<file path="src/design/acl_pkg.sv">
package acl_pkg;

  // operation codes carried in the low bits of in_tuser
  typedef enum logic [1:0] {
    FN_CLEAR      = 2'd0,
    FN_ADD_MASK   = 2'd1,
    FN_ADD_PREFIX = 2'd2,
    FN_QUERY      = 2'd3
  } acl_func_t;

  typedef enum logic [1:0] {
    ST_IDLE,
    ST_EXEC,
    ST_WALK,
    ST_DONE
  } acl_state_t;

  localparam logic FAM_IPV4 = 1'b0;

  localparam int V4_BITS  = 32;
  localparam int HALF_BITS = 64;

  localparam logic [7:0] PREFIX_V4_MAX = 8'd32;
  localparam logic [7:0] PREFIX_V6_MAX = 8'd128;

  localparam int IN_TDATA_W  = 264;
  localparam int IN_TUSER_W  = 3;
  localparam int OUT_TDATA_W = 8;
  localparam int COUNT_OUT_W = 5;

  typedef struct packed {
    logic        family;
    logic [63:0] net_high;
    logic [63:0] net_low;
    logic [63:0] mask_high;
    logic [63:0] mask_low;
  } acl_entry_t;

  typedef struct packed {
    logic        family;
    logic [63:0] addr_high;
    logic [63:0] addr_low;
  } acl_key_t;

endpackage

</file>
<file path="src/design/acl_table.sv">
module acl_table
  import acl_pkg::*;
#(
  parameter int TABLE_ENTRIES = 16,
  parameter int IDX_W         = 4
) (
  input  logic             clk,
  input  logic             wr_en,
  input  logic [IDX_W-1:0] wr_idx,
  input  acl_entry_t       wr_entry,
  input  logic [IDX_W-1:0] rd_idx,
  output acl_entry_t       rd_entry
);

  acl_entry_t mem [TABLE_ENTRIES];
  acl_entry_t rd_entry_r;

  // one write port, one registered read port
  always_ff @(posedge clk) begin
    if (wr_en) begin
      mem[wr_idx] <= wr_entry;
    end
    rd_entry_r <= mem[rd_idx];
  end

  assign rd_entry = rd_entry_r;

endmodule

</file>
<file path="config.mk">
export PLATFORM = sky130hd
export DESIGN_NAME = acl_table
export DESIGN_NICKNAME = d
export VERILOG_FILES = /design/src/design/acl_pkg.sv /design/src/design/acl_table.sv
export SDC_FILE = /design/constraint.sdc
export NUM_CORES = 2
export LEC_CHECK = 0
export CAP_MARGIN = 0
export CORE_MARGIN = 5
export CORE_UTILIZATION = 55
export CTS_BUF_LIST = sky130_fd_sc_hd__clkbuf_4 sky130_fd_sc_hd__clkbuf_8
export CTS_CLUSTER_DIAMETER = 200
export DETAILED_ROUTE_END_ITERATION = 7
export DONT_BUFFER_PORTS = 1
export PLACE_DENSITY = 0.73
export SLEW_MARGIN = 15
export SYNTH_ARGS = -nofsm -noshare
export SYNTH_HDL_FRONTEND = slang
export SYNTH_MEMORY_MAX_BITS = 65536
export SYNTH_SLANG_ARGS = --single-unit
</file>
<file path="constraint.sdc">
create_clock -name clk -period 21.2 [get_ports clk]
set_input_delay 1.06 -clock clk [delete_from_list [all_inputs] [get_ports clk]]
set_output_delay 1.06 -clock clk [all_outputs]
set_load 0.01 [all_outputs]
</file>
Yosys cells after proc, flatten, opt, wreduce, memory -nomap -nowiden. Memories as Yosys holds them, arrays and structs flattened. A register that Yosys moved wholly into a read port is not among the register bits. Cells that the tools add are included.

Flip-flop bits (word level): 0. Bits in latches: 0. Memory bits (writable): 4112. ROM bits: 0. Input port bits: 267. Output and inout port bits: 257. Logic and storage cells: 3. Memories: 1.

Add/sub/neg operators: 0. Multiply operators: 0. Div/mod/pow operators: 0. Magnitude comparators: 0. Eq/ne operators: 0. Shifts and indexed selects: 0. Mux-type cells: 2. Bitwise operators: 0. Reduce and logical (&&, ||, !) cells: 0.

Memory list: mem (words 16, bits a word 257, rd ports 1, clocked after memory_dff 1, wr ports 1, RTL line acl_table.sv:15) `acl_entry_t mem [TABLE_ENTRIES];`.

Operator list (count): $mux 1 (2).

Logic depth before layout (Yosys ltp).
Depth after elaboration: 2. Gate-level depth with buffers: 8.

Worst setup path before layout. Ideal clock, no wire load.

Path kind: input port to flip-flop. From: in wr_idx[2]. To: mem mem[0][0] (netlist name) (enable). Setup time: 1.194 ns. Arrival: 18.860 ns. Path slack: 1.146 ns. Stages on the path: 2. Path buffers: 0. Cell sequence: or3b_2 -> nor3_1.

RTL lines: start: declaration (RTL line acl_table.sv:9) `input logic [IDX_W-1:0] wr_idx,`; end: declaration (RTL line acl_table.sv:15).

No word-level cell before the write port.

==> reports/qor.yml <==
outcome:
  status: "complete, no violations"
power:
  power_mw: 17.72
  ir_drop_v: 0.00007992
  p_leak_nw: 57.58
  p_per_area_mw_per_mm2: 98.24
  seqPwrFrac_pct: 55.2
  power_frac_clock_pct: 40.5
  swShare_pct: 21.75
  p_comb_share_pct: 4.3
  intPower_mw: 13.86
  power_switching_mw: 3.855
worst_setup_path:
  worst_ep_arrival_time_ps: 6010
  worst_setup_path_end_kind: "flop"
  crit_top_cell: "buf_4"
  cp_slowest_cell: "buf_4"
  crit_chain: "buf_16 -> buf_4 -> buf_4 -> buf_12 -> buf_4 -> mux4_2 -> a22oi_1 -> nand2_1"
  slowest_delay_ps: 860
  crit_fanout: 114
  cp.required_ps: 22290
  worstSetupStartpointType: "input pin"
  critPathKind: "input pin to flop"
placement:
  dpl_cell_area_sq_mm: 0.1634
  dp_hpwl_microns: 176500
  pre_cts_slack_ps: 14970
  io_buffer_count: 0
  gp_congestion: 0.7209
  place_inst: 10220
synthesis:
  ys_ff_latch: 4369
  syn-cell-area_sq_mm: 0.1594
  synth-main-ff-cell: "edfxtp_1"
  avgSynthCellArea_sq_um: 23.89
  ys_top_cells_by_area: "edfxtp_1, mux4_2, dfxtp_1, a22oi_1, mux2_2"
  synth.distinct_cells: 28
  ys_warn_count: 0
  yosysSeqAreaShare_pct: 80.72
  synth_edf_count: 4112
  syn_inst: 6671
  postSynthNetCount: 6938
  async_reset_ff_share_pct: 0
  netlist.area_leader.share_pct: 77.49
  yosysTopAreaCell: "edfxtp_1"
clock_tree:
  insertion_delay_ps: 1220
  clock-root-buffer: "clkbuf_8"
  cts_tree: "yes"
  clock-sinks: 4369
  cts_buffers: 669
  cts_max_level: 6
  path_clk_slew_ps: 60
  clockBufferDepth: 4
  cts_resized: 0
sta:
  fin_crit_ps: 4917
  worst_clock_skew_ps: 68.64
  timing.final.ws_setup_ps: 16280
  fmaxAchievable_mhz: 203.4
  relSlewSlack_pct: 16.05
  setup_viol: 0
  tns_ps: 0
  hold_violations: 0
  rsz0062_at_grt: "no"
  post-route-period-util_pct: 23.19
  maxSlewViolCount: 0
  tightest_slew_ps: 1259
  whs_ps: 155.3
final_layout:
  final_util_pct: 62.54
  drive_gt1_share_pct: 30.11
  nFillCells: 18720
  seq_area_sq_mm: 0.1286
  area_growth_pct: 13.19
  multiInputGateArea_sq_mm: 0.02896
  fin_nets: 7644
  fin_cells: 11760
  fin_area_sq_mm: 0.1804
drt:
  wire_per_inst_microns: 30.84
  drcViolationCount: 0
  num_vias: 74220
  vias_per_cell: 6.312
  antenna_left: 0
  dr.pass1.iters: 5
  drt_iter0_markers: 9125
  wirelength_microns: 362600
global_route:
  grt-ovfl-total: 0
  grt_usage_pct: 24.01
  grt_pass1_wl_microns: 530000
  grt_pass1_vias: 77690
  antenna_found_initial: 69
  grt_max_degree: 811
floorplan:
  dieHeight_microns: 548.3
  core-area_sq_mm: 0.2884
  rows: 197
  initial_core_util_pct: 55.26
  floorplan.die.width_microns: 548.3
  die_area_sq_mm: 0.3006
  ios: 524
job:
  cap_viol_max_count: 0
worst_hold_path:
  holdCritPathClass: "input pin to flop"
routing by layer:
metal | global-route usage (%) | up-vias | part of all wire [%]
li1 | - | 30130 | -
met1 | 34.45 | 39500 | 39
met2 | 38.75 | 3898 | 49
met3 | 4.577 | 652 | 9.0
met4 | 6.222 | 34 | 2.3
met5 | 0 | - | 0.057
repair_timing:
action | 4_1_cts | 5_1_grt
endpoints found under the hold margin | 4118 | 0
setup buffers | 0 | 0
hold buffers | 259 | 0
worst paths after layout:
| path | startpoint | end | slack (ps) | depth (start not counted) |
|---|---|---|---|---|
| min reg2reg | mem[15][203]$_DFFE_PP_ | rd_entry[203]$_DFF_P_ | 630 | 3 |
| min | rd_idx[3] | rd_entry[65]$_DFF_P_ | 160 | 2 |
| max | rd_idx[0] | rd_entry[38]$_DFF_P_ | 16280 | 8 |
| max reg2reg | mem[5][4]$_DFFE_PP_ | rd_entry[4]$_DFF_P_ | 19590 | 3 |
flip-flops by register name, indices dropped and copies added (netlist names):
name and cells:
mem 4112, rd_entry 257
worst max-delay path, delay by kind of cell:
kind / cells / cell delay [ps]
buffers and inverters: 5 / 3470
AND/OR/NAND/NOR: 1 / 80
AO/OA/AOI/OAI: 1 / 240
multiplexers: 1 / 610
layout make-up:
class | count | share of cell area, %
Sequential cell | 4369 | 71.31
Multi-Input combinational cell | 1946 | 16.05
Clock buffer | 1019 | 6.783
Tap cell | 3781 | 2.623
Timing Repair Buffer | 391 | 2.143
Clock inverter | 216 | 1.038
Antenna cell | 36 | 0.04994
kinds of logic after synthesis:
| group | Yosys count | synth area share, % |
|---|---|---|
| flip-flops | 4369 | 80.72 |
| AND/OR/NAND/NOR | 296 | 0.8174 |
| AO/OA/AOI/OAI | 540 | 2.552 |
| multiplexers | 1110 | 14.70 |
| buffers and inverters | 356 | 1.216 |
power by group through the flow:
stage               clock (mW)  combinational (mW)  sequential [mW]
detailed placement           0               0.584             9.96
floorplan                    0               0.465             9.96
global placement             0               0.578             9.95
CTS                       7.31               0.727             9.78
finish                    7.18               0.756             9.78
global route              7.74               0.808             9.79
synth_stat cells, types with 27 or more instances:
master and count:
nand2_1 205, a22oi_1 452, mux4_2 974, nor2b_1 40, o221ai_1 34, mux2i_1 36
buf_2 135, edfxtp_1 4112, buf_1 27, dfxtp_1 257, buf_6 51, clkbuf_1 129
mux2_2 100
cells in the final DEF, fill, tap and decap left out, types with 6 or more instances in the layout:
master	n
mux2_2	100
mux4_2	974
clkinvlp_4	9
inv_12	21
clkinv_1	79
buf_16	6
clkbuf_8	733
buf_4	113
mux2i_1	36
nor2_4	14
o221ai_1	34
clkinv_2	62
bufinv_16	11
a221oi_1	20
inv_16	14
diode_2	36
nor2b_1	34
nand2_1	205
dlygate4sd3_1	259
edfxtp_1	4112
clkbuf_4	286
a22oi_1	452
clkinv_8	6
buf_12	13
dfxtp_1	257
o21ai_0	25
inv_8	10
nand2b_1	24
o22a_1	8
Note: power is estimated with default switching activity, not from simulation.
