## src/design/acl_pkg.sv

```systemverilog
package acl_pkg;

  // operation codes carried in the low bits of in_tuser
  typedef enum logic [1:0] {
    FN_CLEAR      = 2'd0,
    FN_ADD_MASK   = 2'd1,
    FN_ADD_PREFIX = 2'd2,
    FN_QUERY      = 2'd3
  } acl_func_t;

  typedef enum logic [1:0] {
    ST_IDLE,
    ST_EXEC,
    ST_WALK,
    ST_DONE
  } acl_state_t;

  localparam logic FAM_IPV4 = 1'b0;

  localparam int V4_BITS  = 32;
  localparam int HALF_BITS = 64;

  localparam logic [7:0] PREFIX_V4_MAX = 8'd32;
  localparam logic [7:0] PREFIX_V6_MAX = 8'd128;

  localparam int IN_TDATA_W  = 264;
  localparam int IN_TUSER_W  = 3;
  localparam int OUT_TDATA_W = 8;
  localparam int COUNT_OUT_W = 5;

  typedef struct packed {
    logic        family;
    logic [63:0] net_high;
    logic [63:0] net_low;
    logic [63:0] mask_high;
    logic [63:0] mask_low;
  } acl_entry_t;

  typedef struct packed {
    logic        family;
    logic [63:0] addr_high;
    logic [63:0] addr_low;
  } acl_key_t;

endpackage

```

## src/design/acl_match.sv

```systemverilog
module acl_match
  import acl_pkg::*;
(
  input  acl_key_t   key,
  input  acl_entry_t entry,
  output logic       hit
);

  logic fam_eq;
  logic high_eq;
  logic low_eq;

  // shared compare unit: (address and mask) against network, same family
  always_comb begin
    fam_eq  = (entry.family == key.family);
    high_eq = ((key.addr_high & entry.mask_high) == entry.net_high);
    low_eq  = ((key.addr_low & entry.mask_low) == entry.net_low);
    hit     = fam_eq && high_eq && low_eq;
  end

endmodule

```

## config.mk

```make
export PLATFORM = sky130hd
export DESIGN_NAME = acl_match
export DESIGN_NICKNAME = d
export VERILOG_FILES = /design/src/design/acl_pkg.sv /design/src/design/acl_match.sv
export SDC_FILE = /design/constraint.sdc
export NUM_CORES = 1
export LEC_CHECK = 0
export BUFFER_PORTS_ARGS = -buffer_cell sky130_fd_sc_hd__buf_2
export CORE_AREA = 10 10 141 143
export DETAILED_ROUTE_END_ITERATION = 12
export DIE_AREA = 0 0 151 153
export GPL_TIMING_DRIVEN = 0
export PLACE_DENSITY = 0.51
export SYNTH_ARGS = -nofsm -noshare
export SYNTH_HDL_FRONTEND = slang
export SYNTH_SLANG_ARGS = --single-unit
```

## constraint.sdc

```tcl
create_clock -name vclk -period 1.7
set_input_delay 0.085 -clock vclk [all_inputs]
set_output_delay 0.085 -clock vclk [all_outputs]
set_load 0.05 [all_outputs]
```

# Yosys cells after proc, flatten, opt, wreduce, memory -nomap -nowiden
# Index checks and enable logic that the tools add are counted.
[totals]
register_bits = 0
in_bits = 386
elab_cells = 7
[op_classes]
bitwise_logic = 2
n_reduce_logical = 2
eq_ne = 3
[ops]
columns = ["op", "count"]
rows = [
  ["64-bit bitwise AND", 2],
  ["64-bit == test", 2],
  ["1-bit logical AND", 2],
  ["1-bit == test", 1],
]

# Logic depth before layout (Yosys ltp)
# Gate-level depths: netlist of run 1.
[depth]
word_depth = 4
ltp_mapped = 6

# Worst setup path before layout of run 1
# Ideal clock, no wire load.
[synth_timing]
path_kind = "input-to-output"
from = "in key[58] (netlist bit)"
to = "out hit"
t_arrival_ps = 2117
path_stages = 6
t_required_ps = 1615
path_slack_ps = -502
cell_sequence = "nand2_1 > xnor2_1 > nor4_1 > nand4_1 > or4_4 > nor4_2"
[synth_via]
elab_chain_cells = 3
[synth_lines]
columns = ["element", "line", "rtl"]
rows = [
  ["start: declaration", "acl_match.sv:4", "input acl_key_t key,"],
  ["64-bit bitwise AND", "acl_match.sv:17", "low_eq = ((key.addr_low & entry.mask_low) == entry.net_low);"],
  ["64-bit == test", "acl_match.sv:17", ""],
  ["1-bit logical AND", "acl_match.sv:18", "hit = fam_eq && high_eq && low_eq;"],
  ["end: declaration", "acl_match.sv:6", "output logic hit"],
]
# No other way between the ends.

# Final worst setup path of run 1
[layout_timing]
from = "in entry[87] (netlist bit)"
to = "out hit"
[layout_via]
elab_chain_cells = 4
[layout_lines]
columns = ["element", "line", "rtl"]
rows = [
  ["start: declaration", "acl_match.sv:5", "input acl_entry_t entry,"],
  ["64-bit bitwise AND", "acl_match.sv:16", "high_eq = ((key.addr_high & entry.mask_high) == entry.net_high);"],
  ["64-bit == test", "acl_match.sv:16", ""],
  ["1-bit logical AND (2 in a row)", "acl_match.sv:18", ""],
]
# No other way between the ends.

==> metrics.txt, run 1 <==
hold crit path type=primary input to output pin; Vert. Die Dim=153 um; drt drc=0; DP Wirelength=about 18 mm; cell chain of the critical path=buf_6 > nand2_4 > o22ai_4 > a211oi_4 > nand4_1 > or4_4 > nor4_4 > buf_6; GRT Overall Usage=between 10% and 20%; layout cells sized above 1=57.3%; crit-path leading delay family=simple AND/OR/NAND/NOR gates; maxcap violations=0; fin area=4340 um^2; average wire per standard cell=roughly 20 um; initial DRC count=104; FMAX=484 MHz; core area=about 17,000 um^2; crit path kind=primary input to output pin; Worst VDD drop=0.0000752 V; dpl ws=-1140 ps; Post-Route Setup TNS=-366 ps; Hold Path Sink=hit; crit path launch type=primary input; Synth-to-Final Area Change=127%; Mapped Nets=712; Leakage=2.32 nW; number of routed nets with antenna violations=0; Initial Utilization=~11%; Final WS setup=-366 ps; failing checks=setup timing; Final Slew Violations=0; post-place instance area=4150 um^2; global-route wire length before repair=25.0 mm; relative slew slack=64.6%; vias in the first global route=4,269; via density per instance=4.02; initial antenna violation count=0; Crit path buffers/inverters=2; sequential area share after synthesis=0%; via count=roughly 3,800; status=complete, but fails checks; row cnt=48; gr ovfl total=0; Core Util, Final=approximately 25%; CP endpoint kind=output pin; Arr. time, crit path=about 2000 ps; hold path depth=6; Die ar.=23,100 um^2; Period minus WS final=2070 ps; power density cells=222 nW/um^2; Critical Path Fanout Max=2; Slew @ Worst Pin=526 ps; unrepaired setup endpoints after global routing=true; Yosys cell types=31; # nets final=1,102; seq_cells=0; largest net degree at the start of global routing=3; synthesized area=1910 um^2; Most common cell on crit path=buf_6; Required @ worst endpoint=1620 ps; # setup viols final=1; period utilization=122%; min-delay src=entry[232]; slowest stage delay, CP=around 560 ps; Post-Route WL=18.4 mm; Fin. Hold Viols=0; IO Pins=387; die width=151 um; number of clock buffers in the layout=0; Cells after Synth=326; ant diodes=0; sequential cell area=0 um^2; yosys warns=0; port buffer count=387; Final GP Congestion=0.866; TritonRoute pass-1 iters=4; Syn Area/Cell=5.87 um^2; slowest CP cell=or4_4
## final cells by class
cell class	instances	area [um^2]
well taps	225	282
multi-input cells	326	2080
repair buffers	388	1980
fillers	1993	12700
## worst min-delay path, stage by stage
cell	delay (ps)
buf_2	90
xor2_1	60
nand4_1	60
or4_4	140
nor4_4	40
buf_6	150
## where the power goes
group,internal (mW),switching [mW]
sequential,0,0
clock,0,0
combinational,0.525,0.437
## cells in the mapped netlist (2+ instances only)
library cell  count  area, um^2
and3b_1           4        35.0
nand3b_1          2        15.0
nor2_1           18        67.6
a2111oi_0         3        26.3
a21boi_0          5        37.5
a221oi_1          2        17.5
o21ai_0           4        20.0
nand2_1         136         510
o2bb2ai_1         4        35.0
a21oi_1           5        25.0
a22oi_1          10        75.1
o22ai_1          13        81.3
xnor2_1          26         228
nor4_1           10        62.6
nor3_1            2        10.0
nand4_1          18         113
a211oi_1          7        52.6
o2111ai_1         5        43.8
a22o_1            2        17.5
xor2_1           35         307
a2bb2oi_1         5        43.8
## cells by family (layout without fill, tap and decap cells)
| logic type | after synthesis | count (layout) | share of synthesized area, % |
|---|---|---|---|
| and+or+nand+nor | 195 | 195 | 44.7 |
| xor gates and xnor gates | 61 | 61 | 27.9 |
| AOI/OAI and AO/OA | 70 | 70 | 27.3 |
| buffers and inverters | 0 | 388 | 0 |
## through the flow
stage	total power [mW]	hold WS, ps	cells
CTS	0.969	720	939
detailed placement	0.926	775	938
global placement	0.917	777	938
global route	1.07	732	939
finish	0.962	701	939
floorplan	0.316	473	326
## placed cells by master (no fill, tap or decap), types with 3 or more instances in the layout
| master | count |
|---|---|
| nor2_1 | 18 |
| o2bb2ai_1 | 4 |
| nand4_1 | 18 |
| xor2_1 | 35 |
| nor4_4 | 3 |
| a211oi_1 | 6 |
| buf_6 | 5 |
| buf_2 | 381 |
| o2111ai_1 | 4 |
| and3b_1 | 4 |
| a21boi_0 | 5 |
| o21ai_0 | 4 |
| o22ai_1 | 12 |
| a2bb2oi_1 | 5 |
| nor4_1 | 6 |
| a22oi_1 | 10 |
| nand2_1 | 132 |
| xnor2_1 | 24 |
| a21oi_1 | 4 |
## timing repair
item	4_1_cts	5_1_grt
buffers inserted	1	0
endpoints found under the setup margin	1	1
hold buffers	0	0
gates resized for setup	24	6
gates cloned	0	0
pin swaps	12	6
## metal layers
layer	track usage (%)	share of wire (%)
met1	15.4	38
met2	27.6	52
met3	3.93	10
met4	0	0
met5	0	0
## how the worst max path moves through the flow
stage | cells past startpoint | to | startpoint
global route | 8 | hit | entry[87]
global placement | 8 | hit | entry[171]
CTS | 8 | hit | entry[87]
floorplan | 6 | hit | key[124]
detailed placement | 8 | hit | entry[171]
finish | 8 | hit | entry[87]
Power figures use the tool's default switching activity.
==> run 2, diff against run 1 <==
BUFFER_PORTS_ARGS = -buffer_cell sky130_fd_sc_hd__buf_4   (was -buffer_cell sky130_fd_sc_hd__buf_2)
CELL_PAD_IN_SITES_DETAIL_PLACEMENT = 1   (was unset)
CELL_PAD_IN_SITES_GLOBAL_PLACEMENT = 1   (was unset)
CORE_AREA = 10 10 140 142   (was 10 10 141 143)
DIE_AREA = 0 0 150 152   (was 0 0 151 153)
PLACE_DENSITY = 0.81   (was 0.51)
RECOVER_POWER = 100   (was unset)
==> metrics.txt, run 2 (synthesized netlist as in run 1, its figures left out) <==
Switching Power=0.435 mW; via count=approximately 4,000; TritonRoute pass-1 iters=6; Final WS setup=-371 ps; slowest stage delay, CP=590 ps; Worst VDD drop=0.0000904 V; failing checks=setup timing; CP endpoint kind=output pin; average wire per standard cell=21.8 um; Arr. time, crit path=1990 ps; vias in the first global route=~4,700; ant diodes=0; status=complete, but fails checks; row cnt=48; port buffer count=387; hold crit path type=primary input to output pin; Period minus WS final=2070 ps; GRT Overall Usage=16.5%; most frequent cells in the layout=buf_4, nand2_1, xor2_1, xnor2_1; Clock power frac=0%; Initial Utilization=11.3%; relative slew slack=about two thirds; FMAX=roughly 480 MHz; period utilization=122%; maxcap violations=0; unrepaired setup endpoints after global routing=true; commonest non-fill, non-tap cell in the layout=buf_4; number of clock buffers in the layout=0; Synth-to-Final Area Change=173%; Final Slew Violations=0; slowest CP cell=or4_4; layout cells sized above 1=56.8%; Leakage=2.63 nW; Design Power=1.19 mW; Vert. Die Dim=152 um; sequential cell area=0 um^2; Required @ worst endpoint=1620 ps; die width=150 um; crit path launch type=primary input; Post-Route WL=20.5 mm; Final GP Congestion=0.875; # setup viols final=1; share of power burned in registers=0%; global-route wire length before repair=28.6 mm; largest net degree at the start of global routing=3; initial antenna violation count=0; DP Wirelength=19.6 mm; Slew @ Worst Pin=between 500 and 600 ps; gr ovfl total=0; crit path kind=primary input to output pin; initial DRC count=68; dpl ws=-700 ps; drt drc=0; cell chain of the critical path=buf_4 > nand2_1 > o2bb2ai_1 > a211oi_1 > nand4_1 > or4_4 > nor4_4 > buf_6; Net Sw Frac=a little over a third; Fin. Hold Viols=0; power density cells=about 230 nW/um^2; post-CTS setup buffer count=0; Die ar.=22,800 um^2; via density per instance=4.25; P_int=0.758 mW; IO Pins=between 300 and 400; Critical Path Fanout Max=2; combinational cell fraction of total power=between 90% and 100%; number of routed nets with antenna violations=0; seq_cells=0; # nets final=approximately 1,100; core area=16,900 um^2
[run 2: power by group through the flow]
stage                     clock [mW]  sequential (mW)  combinational [mW]
after CTS                          0                0                1.21
after detailed placement           0                0                1.18
after global placement             0                0                1.16
after floorplan                    0                0               0.316
after global routing               0                0                1.30
final                              0                0                1.19
[run 2: final timing paths]
check  cells after the start  slack (ps)  end       start
min                        6         720  hit  entry[232]
max                        8        -370  hit     key[73]
[run 2: cell type report]
class	instances	area, um^2
fillers	2188	11700
repair buffers	387	2930
multi-input cells	326	2010
well taps	225	282
[run 2: critical path, delay by kind of cell]
family / cells / cell delay (ps)
and+or+nand+nor: 4 / 1100
AOI/OAI and AO/OA: 2 / 490
buffers and inverters: 2 / 310
[run 2: repair_timing]
| item | 4_1_cts | 5_1_grt |
|---|---|---|
| resized for setup | 18 | 3 |
| hold buffers | 0 | 0 |
| pin swaps | 8 | 6 |
| endpoints found under the setup margin | 1 | 1 |
| endpoints found under the hold margin | 0 | 0 |
[run 2: stage by stage]
step | setup TNS (ps) | cell area (um^2) | utilization (%) | std cells | hold slack [ps]
after floorplan | -168 | 1940 | - | 326 | 473
after global placement | -671 | 5120 | 30.2 | 938 | 764
after detailed placement | -700 | 5120 | 30.2 | 938 | 769
after CTS | -449 | 5200 | 30.7 | 938 | 739
after global routing | -515 | 5220 | 30.8 | 938 | 748
final | -371 | 5220 | 30.8 | 938 | 722
[run 2: layer usage]
metal,vias to the layer above,GRT usage (%),wire (um),part of all wire [%]
li1,1965,-,-,-
met1,1779,16.9,7470,36
met2,232,32.2,10800,53
met3,6,5.79,2070,10
met4,0,0.741,112,0.55
met5,-,0,0,0
